<file path="src/sv/abrl_pkg.sv">
// Shared types, constants and codes for the A/B record log scan block.
package abrl_pkg;

  localparam int SLOT_W = 6;
  localparam int SEQ_W = 32;
  localparam int SLOTS_PER_PAGE_DEF = 64;
  localparam int QUEUE_DEPTH_DEF = 4;

  // slot_status codes as reported by the slot reader
  localparam logic [1:0] SLOT_VALID = 2'd0;
  localparam logic [1:0] SLOT_EMPTY = 2'd1;
  localparam logic [1:0] SLOT_DAMAGED = 2'd2;

  // read_status codes
  localparam logic [1:0] RS_OK = 2'd0;
  localparam logic [1:0] RS_EMPTY = 2'd1;
  localparam logic [1:0] RS_CRC = 2'd2;

  // classified operation handed from front to back
  localparam logic [1:0] OP_VALID = 2'd0;
  localparam logic [1:0] OP_EMPTY = 2'd1;
  localparam logic [1:0] OP_DAMAGED = 2'd2;
  localparam logic [1:0] OP_SKIP = 2'd3;

  typedef struct packed {
    logic              page;
    logic [SLOT_W-1:0] slot;
    logic [1:0]        op;
    logic [SEQ_W-1:0]  seq;
    logic              last;
  } item_t;

  typedef struct packed {
    logic              has_valid;
    logic              has_empty;
    logic              has_damaged;
    logic [SEQ_W-1:0]  newest_seq;
    logic [SLOT_W-1:0] newest_slot;
    logic [SLOT_W-1:0] first_empty;
  } page_state_t;

  typedef struct packed {
    logic full;
    logic empty;
  } queue_status_t;

endpackage

</file>
<file path="src/sv/abrl_front.sv">
// Front end: input register that classifies each slot report.
module abrl_front #(
  parameter int SLOTS_PER_PAGE = abrl_pkg::SLOTS_PER_PAGE_DEF
) (
  input  logic                          clk,
  input  logic                          rst,
  input  logic                          in_valid,
  output logic                          in_stall,
  input  logic                          page_select,
  input  logic [abrl_pkg::SLOT_W-1:0]   slot_number,
  input  logic [1:0]                    slot_status,
  input  logic [abrl_pkg::SEQ_W-1:0]    sequence_req,
  input  logic                          final_report,
  input  abrl_pkg::queue_status_t       q_status,
  output logic                          push,
  output abrl_pkg::item_t               push_item
);
  import abrl_pkg::*;

  localparam int CMP_W = $clog2(SLOTS_PER_PAGE + 1) + SLOT_W;

  logic  held;
  logic  held_next;
  item_t item;
  item_t item_next;
  logic  accept;
  logic  slot_ok;

  assign push = held && !q_status.full;
  assign in_stall = held && q_status.full;
  assign accept = in_valid && !in_stall;
  assign push_item = item;

  assign slot_ok = CMP_W'(slot_number) < CMP_W'(SLOTS_PER_PAGE);

  always_comb begin
    item_next.page = page_select;
    item_next.slot = slot_number;
    item_next.seq = sequence_req;
    item_next.last = final_report;
    if (!slot_ok) begin
      item_next.op = OP_SKIP;
    end else begin
      unique case (slot_status)
        SLOT_VALID: item_next.op = OP_VALID;
        SLOT_EMPTY: item_next.op = OP_EMPTY;
        default:    item_next.op = OP_DAMAGED;  // code 3 counts as damaged
      endcase
    end
  end

  always_comb begin
    if (accept) begin
      held_next = 1'b1;
    end else if (push) begin
      held_next = 1'b0;
    end else begin
      held_next = held;
    end
  end

  always_ff @(posedge clk) begin
    if (rst) begin
      held <= 1'b0;
    end else begin
      held <= held_next;
    end
  end

  always_ff @(posedge clk) begin
    if (accept) begin
      item <= item_next;
    end
  end

endmodule

</file>
<file path="src/sv/abrl_queue.sv">
// Short FIFO of classified slot reports between front and back.
module abrl_queue #(
  parameter int QUEUE_DEPTH = abrl_pkg::QUEUE_DEPTH_DEF
) (
  input  logic                    clk,
  input  logic                    rst,
  input  logic                    push,
  input  abrl_pkg::item_t         push_item,
  input  logic                    pop,
  output abrl_pkg::item_t         head,
  output abrl_pkg::queue_status_t status
);
  import abrl_pkg::*;

  localparam int PTR_W = (QUEUE_DEPTH > 1) ? $clog2(QUEUE_DEPTH) : 1;
  localparam int CNT_W = $clog2(QUEUE_DEPTH + 1);
  localparam logic [PTR_W-1:0] LAST_PTR = PTR_W'(QUEUE_DEPTH - 1);

  item_t            entries [QUEUE_DEPTH];
  logic [PTR_W-1:0] wr_ptr;
  logic [PTR_W-1:0] rd_ptr;
  logic [CNT_W-1:0] count;
  logic             do_push;
  logic             do_pop;

  assign status.full = count == CNT_W'(QUEUE_DEPTH);
  assign status.empty = count == '0;
  assign do_push = push && !status.full;
  assign do_pop = pop && !status.empty;
  assign head = entries[rd_ptr];

  always_ff @(posedge clk) begin
    if (rst) begin
      wr_ptr <= '0;
      rd_ptr <= '0;
      count <= '0;
    end else begin
      if (do_push) begin
        wr_ptr <= (wr_ptr == LAST_PTR) ? '0 : wr_ptr + 1'b1;
      end
      if (do_pop) begin
        rd_ptr <= (rd_ptr == LAST_PTR) ? '0 : rd_ptr + 1'b1;
      end
      if (do_push && !do_pop) begin
        count <= count + 1'b1;
      end else if (do_pop && !do_push) begin
        count <= count - 1'b1;
      end
    end
  end

  always_ff @(posedge clk) begin
    if (do_push) begin
      entries[wr_ptr] <= push_item;
    end
  end

endmodule

</file>
<file path="src/sv/abrl_back.sv">
// Back end: per-page trackers, end-of-scan snapshot and result register.
module abrl_back (
  input  logic                         clk,
  input  logic                         rst,
  input  abrl_pkg::item_t              head,
  input  abrl_pkg::queue_status_t      q_status,
  output logic                         pop,
  output logic                         out_valid,
  input  logic                         out_stall,
  output logic [1:0]                   read_status,
  output logic                         newest_page,
  output logic [abrl_pkg::SLOT_W-1:0]  newest_slot,
  output logic [abrl_pkg::SEQ_W-1:0]   newest_sequence,
  output logic [abrl_pkg::SEQ_W-1:0]   next_sequence,
  output logic                         write_page,
  output logic [abrl_pkg::SLOT_W-1:0]  write_slot,
  output logic                         erase_needed
);
  import abrl_pkg::*;

  page_state_t pages [2];
  page_state_t pages_next [2];
  page_state_t snap [2];
  logic        snap_valid;
  logic        snap_move;
  logic        out_load;

  logic [SEQ_W-1:0] diff [2];
  logic [SEQ_W-1:0] page_diff;
  logic [SEQ_W-1:0] seq_inc [2];
  logic             act;
  logic             any_valid;

  logic [1:0]        rs_c;
  logic              np_c;
  logic [SLOT_W-1:0] ns_c;
  logic [SEQ_W-1:0]  nseq_c;
  logic [SEQ_W-1:0]  nxt_c;
  logic              tp_c;
  logic [SLOT_W-1:0] ts_c;
  logic              er_c;

  // result stage moves when the output register is free or being drained
  assign out_load = !out_valid || !out_stall;
  assign snap_move = snap_valid && out_load;
  // a last beat needs the snapshot slot
  assign pop = !q_status.empty && (!head.last || !snap_valid || snap_move);

  always_comb begin
    for (int p = 0; p < 2; p++) begin
      pages_next[p] = pages[p];
      diff[p] = head.seq - pages[p].newest_seq;
      if (head.page == 1'(p)) begin
        case (head.op)
          OP_VALID: begin
            if (!pages[p].has_valid || !diff[p][SEQ_W-1]) begin
              pages_next[p].newest_seq = head.seq;
              pages_next[p].newest_slot = head.slot;
            end
            pages_next[p].has_valid = 1'b1;
          end
          OP_EMPTY: begin
            if (!pages[p].has_empty) begin
              pages_next[p].first_empty = head.slot;
            end
            pages_next[p].has_empty = 1'b1;
          end
          OP_DAMAGED: pages_next[p].has_damaged = 1'b1;
          default: ;
        endcase
      end
    end
  end

  always_ff @(posedge clk) begin
    if (rst) begin
      pages[0] <= '0;
      pages[1] <= '0;
      snap_valid <= 1'b0;
    end else begin
      if (pop) begin
        if (head.last) begin
          pages[0] <= '0;
          pages[1] <= '0;
        end else begin
          pages[0] <= pages_next[0];
          pages[1] <= pages_next[1];
        end
      end
      if (pop && head.last) begin
        snap_valid <= 1'b1;
      end else if (snap_move) begin
        snap_valid <= 1'b0;
      end
    end
  end

  always_ff @(posedge clk) begin
    if (pop && head.last) begin
      snap[0] <= pages_next[0];
      snap[1] <= pages_next[1];
    end
  end

  // result from the snapshot: page pick and both increments in parallel
  assign page_diff = snap[0].newest_seq - snap[1].newest_seq;
  assign seq_inc[0] = snap[0].newest_seq + 1'b1;
  assign seq_inc[1] = snap[1].newest_seq + 1'b1;
  assign any_valid = snap[0].has_valid || snap[1].has_valid;

  always_comb begin
    if (snap[0].has_valid && snap[1].has_valid) begin
      act = page_diff[SEQ_W-1];  // ties go to page A
    end else begin
      act = !snap[0].has_valid;
    end
  end

  always_comb begin
    rs_c = RS_OK;
    np_c = 1'b0;
    ns_c = '0;
    nseq_c = '0;
    nxt_c = SEQ_W'(1);
    tp_c = 1'b0;
    ts_c = '0;
    er_c = 1'b1;
    if (any_valid) begin
      np_c = act;
      ns_c = snap[act].newest_slot;
      nseq_c = snap[act].newest_seq;
      nxt_c = seq_inc[act];
      if (!snap[act].has_damaged && snap[act].has_empty) begin
        tp_c = act;
        ts_c = snap[act].first_empty;
        er_c = 1'b0;
      end else begin
        tp_c = !act;
      end
    end else if (snap[0].has_damaged || snap[1].has_damaged) begin
      rs_c = RS_CRC;
    end else begin
      rs_c = RS_EMPTY;
    end
  end

  always_ff @(posedge clk) begin
    if (rst) begin
      out_valid <= 1'b0;
    end else if (out_load) begin
      out_valid <= snap_valid;
    end
  end

  always_ff @(posedge clk) begin
    if (snap_move) begin
      read_status <= rs_c;
      newest_page <= np_c;
      newest_slot <= ns_c;
      newest_sequence <= nseq_c;
      next_sequence <= nxt_c;
      write_page <= tp_c;
      write_slot <= ts_c;
      erase_needed <= er_c;
    end
  end

endmodule

</file>
<file path="src/sv/ab_record_log_scan_and_target.sv">
// Top level of the A/B record log scan and write-target block.
//
// Usage: feed one slot report per beat on the input channel (in_valid /
// in_stall), covering the slots of pages A and B in any order. Mark the last
// report of a scan with final_report. One result beat then leaves on the
// output channel (out_valid / out_stall): read status, newest record location
// and sequence, next sequence, and the page/slot to write next with the
// erase flag. Reports without the final mark produce no beat.
// Throughput: one report per cycle while in_stall is low. The front register
// classifies a report, a short FIFO decouples it from the per-page trackers,
// and the result is built from a snapshot of the trackers into the output
// register. The final report passes the front register, a FIFO entry, the
// snapshot and the output register in that order. Tracker state clears on
// the final beat, so the next scan may follow in the very next cycle.
// Reset: synchronous; empties the FIFO and clears trackers and out_valid.
// When the receiver stalls, the result holds; the snapshot, FIFO and front
// register keep absorbing reports until they fill, then in_stall rises.
module ab_record_log_scan_and_target #(
  parameter int SLOTS_PER_PAGE = abrl_pkg::SLOTS_PER_PAGE_DEF,
  parameter int QUEUE_DEPTH = abrl_pkg::QUEUE_DEPTH_DEF
) (
  input  logic                         clk,
  input  logic                         rst,
  input  logic                         in_valid,
  output logic                         in_stall,
  input  logic                         page_select,
  input  logic [abrl_pkg::SLOT_W-1:0]  slot_number,
  input  logic [1:0]                   slot_status,
  input  logic [abrl_pkg::SEQ_W-1:0]   sequence_req,
  input  logic                         final_report,
  output logic                         out_valid,
  input  logic                         out_stall,
  output logic [1:0]                   read_status,
  output logic                         newest_page,
  output logic [abrl_pkg::SLOT_W-1:0]  newest_slot,
  output logic [abrl_pkg::SEQ_W-1:0]   newest_sequence,
  output logic [abrl_pkg::SEQ_W-1:0]   next_sequence,
  output logic                         write_page,
  output logic [abrl_pkg::SLOT_W-1:0]  write_slot,
  output logic                         erase_needed
);
  import abrl_pkg::*;

  logic          push;
  item_t         push_item;
  logic          pop;
  item_t         head;
  queue_status_t q_status;

  abrl_front #(
    .SLOTS_PER_PAGE(SLOTS_PER_PAGE)
  ) u_front (
    .clk         (clk),
    .rst         (rst),
    .in_valid    (in_valid),
    .in_stall    (in_stall),
    .page_select (page_select),
    .slot_number (slot_number),
    .slot_status (slot_status),
    .sequence_req(sequence_req),
    .final_report(final_report),
    .q_status    (q_status),
    .push        (push),
    .push_item   (push_item)
  );

  abrl_queue #(
    .QUEUE_DEPTH(QUEUE_DEPTH)
  ) u_queue (
    .clk      (clk),
    .rst      (rst),
    .push     (push),
    .push_item(push_item),
    .pop      (pop),
    .head     (head),
    .status   (q_status)
  );

  abrl_back u_back (
    .clk            (clk),
    .rst            (rst),
    .head           (head),
    .q_status       (q_status),
    .pop            (pop),
    .out_valid      (out_valid),
    .out_stall      (out_stall),
    .read_status    (read_status),
    .newest_page    (newest_page),
    .newest_slot    (newest_slot),
    .newest_sequence(newest_sequence),
    .next_sequence  (next_sequence),
    .write_page     (write_page),
    .write_slot     (write_slot),
    .erase_needed   (erase_needed)
  );

endmodule

</file>
<file path="config.mk">
export PLATFORM = sky130hd
export DESIGN_NAME = ab_record_log_scan_and_target
export DESIGN_NICKNAME = d
export VERILOG_FILES = /design/src/sv/abrl_pkg.sv /design/src/sv/abrl_front.sv /design/src/sv/abrl_queue.sv /design/src/sv/abrl_back.sv /design/src/sv/ab_record_log_scan_and_target.sv
export SDC_FILE = /design/constraint.sdc
export NUM_CORES = 1
export LEC_CHECK = 0
export BUFFER_PORTS_ARGS = -buffer_cell sky130_fd_sc_hd__buf_2
export CORE_UTILIZATION = 45
export CTS_BUF_LIST = sky130_fd_sc_hd__clkbuf_8
export DETAILED_ROUTE_END_ITERATION = 12
export PLACE_DENSITY = 0.7
export SKIP_LAST_GASP = 1
export SYNTH_ARGS = -nofsm -noshare
export SYNTH_HDL_FRONTEND = slang
export SYNTH_SLANG_ARGS = --single-unit
</file>
<file path="constraint.sdc">
create_clock -name clk -period 10.2 [get_ports clk]
set_input_delay 1.53 -clock clk [delete_from_list [all_inputs] [get_ports clk]]
set_output_delay 1.53 -clock clk [all_outputs]
set_load 0.01 [all_outputs]
</file>
[Word-level counts from Yosys, hierarchy flattened]
Memories as Yosys holds them, arrays and structs flattened. A register that Yosys moved wholly into a read port is not among the register bits.
Cells that the tools add are included.
Cells by class
  add/subtract/negate cells: 9
  order comparisons: 1
  equal/unequal tests: 6
  muxes and demuxes: 52
  bitwise logic cells: 5
  reduce and logical (&&, ||, !) cells: 42
Operators by type and width (number)
  47-bit 2-to-1 mux: 6
  38-bit 2-to-1 mux: 4
  32-bit 2-to-1 mux: 3
  32-bit subtractor: 3
  32-bit by 1-bit adder with 32-bit output, second input constant: 2
  1-bit 2-to-1 mux: 27
  6-bit 2-to-1 mux: 4
  1-bit zero test: 16
  1-bit logical AND: 12
  2-bit 2-to-1 mux: 5
  1-bit logical OR: 7
  2-bit equality test, second input constant: 3
  3-bit 2-to-1 mux: 2
  2-bit nonzero test: 3
  2-bit by 1-bit adder with 2-bit output, second input constant: 2
  2-bit by 1-bit equality test with 1-bit output, second input constant: 2
  2-bit zero test: 2
  1-bit OR: 4
  2-bit case mux with 2 select lines: 1
  3-bit by 1-bit adder with 3-bit output, second input constant: 1
  3-bit equality test, second input constant: 1
  3-bit zero test: 1
  3-bit by 1-bit subtractor with 3-bit output, second input constant: 1
  2-bit >= comparator, second input constant: 1
  2 further kinds: 2
Word-level totals
  flip-flop bits (word level): 133
  bits in writable memories: 356
  input port bits: 46
  output and inout bits: 83
  logic and storage cells: 137
  memories: 3
Memory list
  u_queue.entries: words 4, bits a word 42, read ports 1, clocked after memory_dff 1, wr ports 1, RTL line abrl_queue.sv:19  | item_t entries [QUEUE_DEPTH];
  u_back.pages: words 2, bits a word 47, read ports 2, clocked after memory_dff 0, wr ports 2, RTL line abrl_back.sv:21  | page_state_t pages [2];
  u_back.snap: words 2, bits a word 47, read ports 3, clocked after memory_dff 0, wr ports 2, RTL line abrl_back.sv:23  | page_state_t snap [2];

[Longest topological paths before layout]
Gate-level depths: netlist (run 1).
  word-level depth: 10
  mapped depth: 20
  mapped depth without buffers: 16

[Cells and area by module]
Synthesis (run 1) repeated with hierarchy kept, for this count alone.
Unflattened totals
  cell total of the unflattened synthesis: 1529
  area total of the unflattened synthesis: 22215.1 sq um
By module, submodules not included
  abrl_back: instances 1, cells each 1209, area an instance 14347.5 sq um, sequential area each 8117.8 sq um
  abrl_queue: instances 1, cells each 270, area an instance 6541.3 sq um, sequential area each 5225.0 sq um
  abrl_front: instances 1, cells each 50, area an instance 1326.3 sq um, sequential area each 1281.2 sq um

[Worst setup path before layout (run 1)]
OpenSTA, ideal clock, no wires.
  kind: input to register
  from: in out_stall
  to: reg u_back.erase_needed, enable pin
  library setup time: 643 ps
  arrival: 7416 ps
  data required time: 9557 ps
  slack: 2141 ps
  stages on the path: 1
  buffers on the path: 0
  path through: a21boi_0
Between the ends
  word-level cells in the longest chain between the ends: 3
Ends and longest elaborated chain
  from (decl): RTL line ab_record_log_scan_and_target.sv:32  | input logic out_stall,
  1-bit zero test: RTL line abrl_back.sv:44  | assign out_load = !out_valid || !out_stall;
  1-bit logical OR: RTL line abrl_back.sv:44
  1-bit logical AND: RTL line abrl_back.sv:45  | assign snap_move = snap_valid && out_load;
  to (signal assigned): RTL line abrl_back.sv:164  | erase_needed <= er_c;
  to (decl): RTL line abrl_back.sv:17  | output logic erase_needed
Every way passes these cells.
A chain may end at the register's enable or synchronous reset.

==> flow_metrics.py, run 1 <==
metrics = {
    "layout": {
        "drive_above_1_share": 0.174,
        "final_cell_mix": "edfxtp_1 (479), nand2_1 (166), a21oi_1 (157), inv_1 (147), buf_2 (128)",
        "finalNetCount": 2232,
        "design_area_sq_um": 27200,
        "area_growth_pct": 11.7,
        "mostFrequentLayoutCell": "edfxtp_1",
        "stdcell_count": 2839,
    },
    "synth": {
        "synth_fa_ha_area_frac": 0.0506,
        "ys.warnings.count": 0,
        "synth_top_family_by_area": "simple AND/OR/NAND/NOR gates",
        "syn_area_sq_um": 24400,
        "synth.net_count": 2112,
        "synthFlopType": "edfxtp_1",
        "synth_seq_cells": 491,
        "syn_avg_cell_area_sq_um": 12.4,
        "ys_seq_area_frac": 0.600,
        "synthDistinctLibCells": 74,
        "synth_compound_area_frac": 0.0901,
        "synth-async-reset-ratio": 0,
        "synth_edf_count": 479,
        "synth.area.mux_share": 0.0708,
        "synth_xor_area_frac": 0.00539,
        "syn_inst": 1968,
        "synthSimpleGateAreaFrac": 0.144,
    },
    "global_routing": {
        "grt_max_degree": 114,
        "grt_pass1_vias": 16400,
        "grt_usage": 0.208,
        "grt_pass1_wl_um": 91100,
        "antenna_found_initial": 1,
        "gr-total-overflow": 0,
    },
    "routing": {
        "via_per_inst": 5.89,
        "ant_nets": 0,
        "first_pass_iters": 5,
        "wl_um": 57100,
        "routedWlPerCell_um": 20.1,
        "vias": 16700,
        "drt-initial-drc-count": 1718,
        "drc": 0,
    },
    "pwr": {
        "p_clk_frac": 0.175,
        "p_switching_uw": 4010,
        "irDropWorstVdd_mv": 0.222,
        "p_seq_frac": 0.376,
        "p_leak_uw": 0.00989,
        "power.share.combinational": 0.449,
        "intPower_uw": 5330,
        "powerDensity_nw_per_um2": 343,
        "p_sw_frac": 0.429,
    },
    "placed_design": {
        "io_buffer_count": 128,
        "dpl_cell_area_sq_um": 25700,
        "gp_congestion": 0.887,
        "dp_cells": 2693,
        "hpwl_um": 37800,
    },
    "critical_path": {
        "rrSetupSlack_ns": 4.50,
        "r2r_cells": 13,
        "cp.arrival_ns": 6.18,
        "cp_max_fo": 44,
        "crit_path_end_kind": "flop",
        "criticalPathCategory": "flop to flop",
        "cp-start-kind": "flop",
        "timing.rr.end": "u_back.pages[0][58]$_SDFFCE_PN0P_",
        "worstPathRequired_ns": 10.67,
        "cp-endpoint": "u_back.pages[0][58]$_SDFFCE_PN0P_",
    },
    "sta": {
        "final_max_slew_viol_count": 0,
        "finalSetupViolations": 0,
        "worst_pin_slew_ns": 1.18,
        "finalHoldViolations": 0,
        "fin_setup_tns_ns": 0,
        "rsz0062_at_grt": "no",
        "period_share": 0.559,
        "clock.fmax_mhz": 175,
        "hold_ws_ns": 0.479,
        "period_needed_ns": 5.70,
        "fin_skew_ns": 0.0274,
        "max-slew-margin-rel": 0.216,
    },
    "floorplanning": {
        "fp-row-count": 84,
        "die_area_sq_um": 55100,
        "die_h_um": 235,
        "initial_core_util": 0.459,
        "io-pin-count": 129,
        "die_w_um": 235,
        "core_sq_um": 53100,
    },
    "clock_tree": {
        "clock_latency_ns": 0.65,
        "cts_resized": 0,
        "cts-htree-levels": 3,
        "cts.clk_slew.worst_paths_ns": 0.06,
        "cts_max_path_buffers": 3,
        "cts-root-buf": "clkbuf_8",
        "postCtsSetupRepairBufs": 0,
        "clock-sinks": 491,
        "cts_tree": "done",
        "cts_buffers": 81,
        "ctsHoldBuffers": 0,
    },
    "outcome": {
        "outcome": "completed",
    },
    "job": {
        "drv_cap": 0,
    },
    "min_path": {
        "whs_path_depth": 0,
        "hp-class": "flop to flop",
    },
}
metrics by stage:
stage          worst slack [ns]  power (uW)   util
2_1_floorplan              2.14        6430      -
3_3_place_gp               4.69        7550  0.484
3_5_place_dp               4.47        7700  0.484
4_1_cts                    4.46        9350  0.513
5_1_grt                    4.21        9980  0.513
6_report                   4.50        9340  0.513
worst min path at each step:
stage,slack (ns),endpoint,start
6_report,0.48,u_queue.entries[3][40]$_DFFE_PP_,u_front.push_item[40]$_DFFE_PP_
5_1_grt,0.50,u_queue.entries[3][40]$_DFFE_PP_,u_front.push_item[40]$_DFFE_PP_
4_1_cts,0.48,u_queue.entries[3][40]$_DFFE_PP_,u_front.push_item[40]$_DFFE_PP_
3_5_place_dp,0.48,u_queue.entries[1][40]$_DFFE_PP_,u_front.push_item[40]$_DFFE_PP_
3_3_place_gp,0.47,u_queue.entries[1][3]$_DFFE_PP_,u_front.push_item[3]$_DFFE_PP_
2_1_floorplan,0.46,u_queue.entries[0][0]$_DFFE_PP_,u_front.push_item[0]$_DFFE_PP_
area by class of cell:
cell class / instances / area, sq um
Multi-Input combinational cell: 1237 / 8900
Antenna cell: 1 / 2.50
Tap cell: 688 / 861
Timing Repair Buffer: 157 / 858
Sequential cell: 491 / 14600
Clock buffer: 83 / 1140
Clock inverter: 62 / 382
Fill cell: 4427 / 25900
Inverter: 120 / 452
per-layer routing:
metal	wire length, um	GRT usage
met4	1360	0.0742
met3	4120	0.0363
met5	0	0
met2	26500	0.328
met1	25100	0.289
registers in the layout, indices dropped and copies added (netlist names), named ones only:
signal / cells
u_front.push_item: 42
u_back.out_valid: 1
u_back.snap: 94
u_queue.entries: 168
u_back.erase_needed: 1
u_queue.rd_ptr: 2
u_queue.wr_ptr: 2
u_back.write_slot: 6
u_front.held: 1
u_back.read_status: 2
u_back.newest_sequence: 32
u_back.pages: 94
u_back.newest_page: 1
u_back.snap_valid: 1
u_back.newest_slot: 6
u_back.next_sequence: 32
u_queue.count: 3
u_back.write_page: 1
cell usage after synthesis (9+ instances only):
| master | count | area share |
|---|---|---|
| nor3b_1 | 39 | 0.012 |
| and2_1 | 27 | 0.0069 |
| edfxtp_1 | 479 | 0.59 |
| nor3_1 | 29 | 0.0060 |
| a21o_1 | 20 | 0.0062 |
| a21oi_1 | 157 | 0.032 |
| mux2_2 | 22 | 0.010 |
| nand3_1 | 111 | 0.023 |
| clkbuf_1 | 84 | 0.013 |
| and4_1 | 40 | 0.014 |
| mux2i_1 | 53 | 0.022 |
| inv_1 | 120 | 0.018 |
| and3_1 | 12 | 0.0031 |
| nand2_1 | 166 | 0.026 |
| dfxtp_1 | 12 | 0.0099 |
| buf_1 | 15 | 0.0023 |
| mux4_2 | 42 | 0.039 |
| ha_1 | 97 | 0.050 |
| buf_2 | 15 | 0.0031 |
| nand4_1 | 101 | 0.026 |
| o21ai_0 | 56 | 0.012 |
| or2_2 | 19 | 0.0049 |
| nor2_1 | 68 | 0.010 |
| nor4_1 | 16 | 0.0041 |
| o211ai_1 | 42 | 0.013 |
| xor2_1 | 9 | 0.0032 |
power groups by stage:
stage | combinational (uW) | sequential, uW | clock [uW]
after floorplan | 2990 | 3450 | 0
after global placement | 4040 | 3510 | 0
after detailed placement | 4150 | 3550 | 0
after CTS | 4160 | 3510 | 1680
after global routing | 4630 | 3580 | 1770
final | 4190 | 3520 | 1630
worst max-delay path, stage by stage (launching register included):
cell	delay (ns)
dfxtp_2	0.31
buf_4	0.63
mux4_2	0.67
ha_1	0.32
a21o_1	0.18
a21o_1	0.17
a221o_1	0.29
o2bb2ai_1	0.15
a2111oi_1	0.82
o221a_2	0.80
buf_4	0.55
nand4_1	0.16
and4_1	0.29
a21oi_1	0.14
cell families (layout without fill, tap and decap cells):
kind of cell               after synthesis  in the layout
other                                    0              1
DFF                                    491            491
and+or+nand+nor                        654            654
adders and majority gates               98             98
xor gates and xnor gates                15             15
muxes                                  117            117
AOI/OAI and AO/OA                      353            353
buffers and inverters                  240            422
No activity file was read; power rests on OpenSTA's default activity.
==> inputs of run 2 (changes only) <==
- PLACE_DENSITY: 0.7 -> 0.72
- clock period: 10.2 -> 4.57 ns (I/O delays scaled with it)
==> run 2 against run 1 <==
  * Maximum frequency rose by 34%
  * Setup slack worse by 4.2 ns
  * Via count grew 1.8%
  * Sequential cell count is the same
  * Sequential share of layout area down 0.62 points
  * Register-to-register slack worse by 4.2 ns
  * Worst hold slack worse by 0.26 ns
  * Total power rose by 130%
  * Clock skew up 0.0047 ns
  * Highest routed layer unchanged
==> flow_metrics.py, run 2 (same netlist as run 1, synthesis figures left out) <==
metrics = {
    "sta": {
        "rsz0062_at_grt": "no",
        "fin_setup_tns_ns": 0,
        "finalHoldViolations": 0,
        "period_share": 0.931,
        "worst_pin_slew_ns": 1.17,
        "finalSetupViolations": 0,
        "max-slew-margin-rel": 0.217,
        "fin_skew_ns": 0.0321,
        "period_needed_ns": 4.26,
        "clock.fmax_mhz": 235,
        "final_max_slew_viol_count": 0,
    },
    "layout": {
        "reg_top3": "u_queue.entries: 168 flops, u_back.pages: 94 flops, u_back.snap: 94 flops",
        "area_growth_pct": 13.0,
        "top_register": "u_queue.entries",
        "mostFrequentLayoutCell": "edfxtp_1",
        "largest_reg_flops": 168,
        "finish.utilization": 0.519,
        "drive_above_1_share": 0.190,
        "finalNetCount": 2262,
        "final_cell_mix": "edfxtp_1 (479), nand2_1 (166), a21oi_1 (157), inv_1 (144), buf_2 (128)",
    },
    "global_routing": {
        "grt_max_degree": 114,
        "grt_usage": 0.210,
        "grt_pass1_wl_um": 91800,
        "antenna_found_initial": 1,
        "gr-total-overflow": 0,
        "grt_pass1_vias": 16600,
    },
    "clock_tree": {
        "clock-sinks": 491,
        "clock_latency_ns": 0.65,
        "cts_tree": "done",
        "ctsHoldBuffers": 0,
        "cts.clk_slew.worst_paths_ns": 0.06,
        "cts-root-buf": "clkbuf_8",
        "cts-htree-levels": 3,
        "cts_max_path_buffers": 3,
        "cts_buffers": 82,
    },
    "routing": {
        "routedWlPerCell_um": 20.4,
        "via_per_inst": 5.94,
        "first_pass_iters": 6,
        "drt-initial-drc-count": 1929,
        "ant_nets": 0,
        "drc": 0,
        "vias": 17000,
        "wl_um": 58400,
    },
    "floorplanning": {
        "fp-row-count": 84,
        "io-pin-count": 129,
        "die_w_um": 235,
        "die_h_um": 235,
        "die_area_sq_um": 55100,
        "initial_core_util": 0.459,
        "core_sq_um": 53100,
    },
    "placed_design": {
        "hpwl_um": 39700,
        "io_buffer_count": 128,
        "gp_congestion": 0.872,
    },
    "pwr": {
        "p_leak_uw": 0.0101,
        "irDropWorstVdd_mv": 0.539,
        "powerDensity_nw_per_um2": 772,
        "design_power_total_uw": 21300,
    },
    "critical_path": {
        "cp-start-kind": "flop",
        "cp_max_fo": 74,
        "crit_path_end_kind": "flop",
        "criticalPathCategory": "flop to flop",
        "worstPathRequired_ns": 5.05,
        "cp.arrival_ns": 4.74,
    },
    "outcome": {
        "outcome": "completed",
    },
    "job": {
        "drv_cap": 0,
    },
    "min_path": {
        "hp-class": "input port to flop",
    },
}
-- run 2: cell count changes in the layout (fill, tap and decap cells not counted), moves of 2 or more --
cell / previous run / this run
clkinvlp_4: 4 / 2
buf_4: 29 / 54
nor2_4: 3 / 1
inv_1: 147 / 144
clkinv_2: 10 / 12
buf_12: 0 / 4
nor2_2: 0 / 2
inv_6: 1 / 3
clkbuf_8: 83 / 87
clkinv_1: 14 / 12
-- run 2: area by class of cell --
cell class	instances	area, sq um
Antenna cell	1	2.50
Inverter	120	452
Clock buffer	87	1200
Timing Repair Buffer	186	1130
Multi-Input combinational cell	1237	8910
Clock inverter	58	364
Fill cell	4452	25500
Sequential cell	491	14600
Tap cell	688	861
-- run 2: power breakdown --
group / switching [uW] / total (uW) / internal [uW] / leakage (uW)
clock: 1750 / 3740 / 1990 / 0.000895
sequential: 973 / 7870 / 6900 / 0.00474
combinational: 6310 / 9650 / 3340 / 0.00446
total: 9030 / 21300 / 12200 / 0.0101
-- run 2: critical path: stages, from the launching register on --
cell and delay, ns:
dfxtp_2 0.42, buf_4 0.37, mux4_2 0.64, ha_1 0.33, a21oi_1 0.14, o21ai_0 0.09
nand3_1 0.08, a21oi_1 0.06, a2111oi_1 0.68, o221a_2 0.37, buf_12 0.31, nand4_1 0.15
and4_1 0.30, a21oi_1 0.12
-- run 2: final timing paths --
check | from | end | slack (ns) | cells after the start
setup / recovery | flop | u_back.pages[0][64]$_SDFFCE_PN0P_ | 0.31 | 13
hold / removal | sequence_req[3] | u_front.push_item[4]$_DFFE_PP_ | 0.22 | 1
setup reg to reg | flop | u_back.pages[0][64]$_SDFFCE_PN0P_ | 0.31 | 13
hold reg to reg | u_front.push_item[12]$_DFFE_PP_ | u_queue.entries[1][12]$_DFFE_PP_ | 0.49 | 0
-- run 2: what timing repair did --
action / in CTS / in global routing
setup buffers: 0 / 0
resized for setup: 0 / 6
setup endpoints to repair: 0 / 13
-- run 2: stage by stage --
step                      cells  hold WS [ns]  worst slack [ns]  instance area, sq um
after floorplan            1968         0.459            0.0321                 24400
after global placement     2722         0.467            0.0945                 26000
after detailed placement   2722         0.489            0.0396                 26000
after CTS                  2867         0.141            0.0262                 27500
after global routing       2868         0.169            0.0125                 27500
final                      2868         0.215             0.314                 27500
-- run 2: metal layers --
layer	global-route usage	vias to the layer above	wire length (um)
met1	0.288	8329	25200
met5	0	-	0
met4	0.0718	0	1180
met2	0.339	742	27800
met3	0.0340	94	4220
li1	-	7871	-
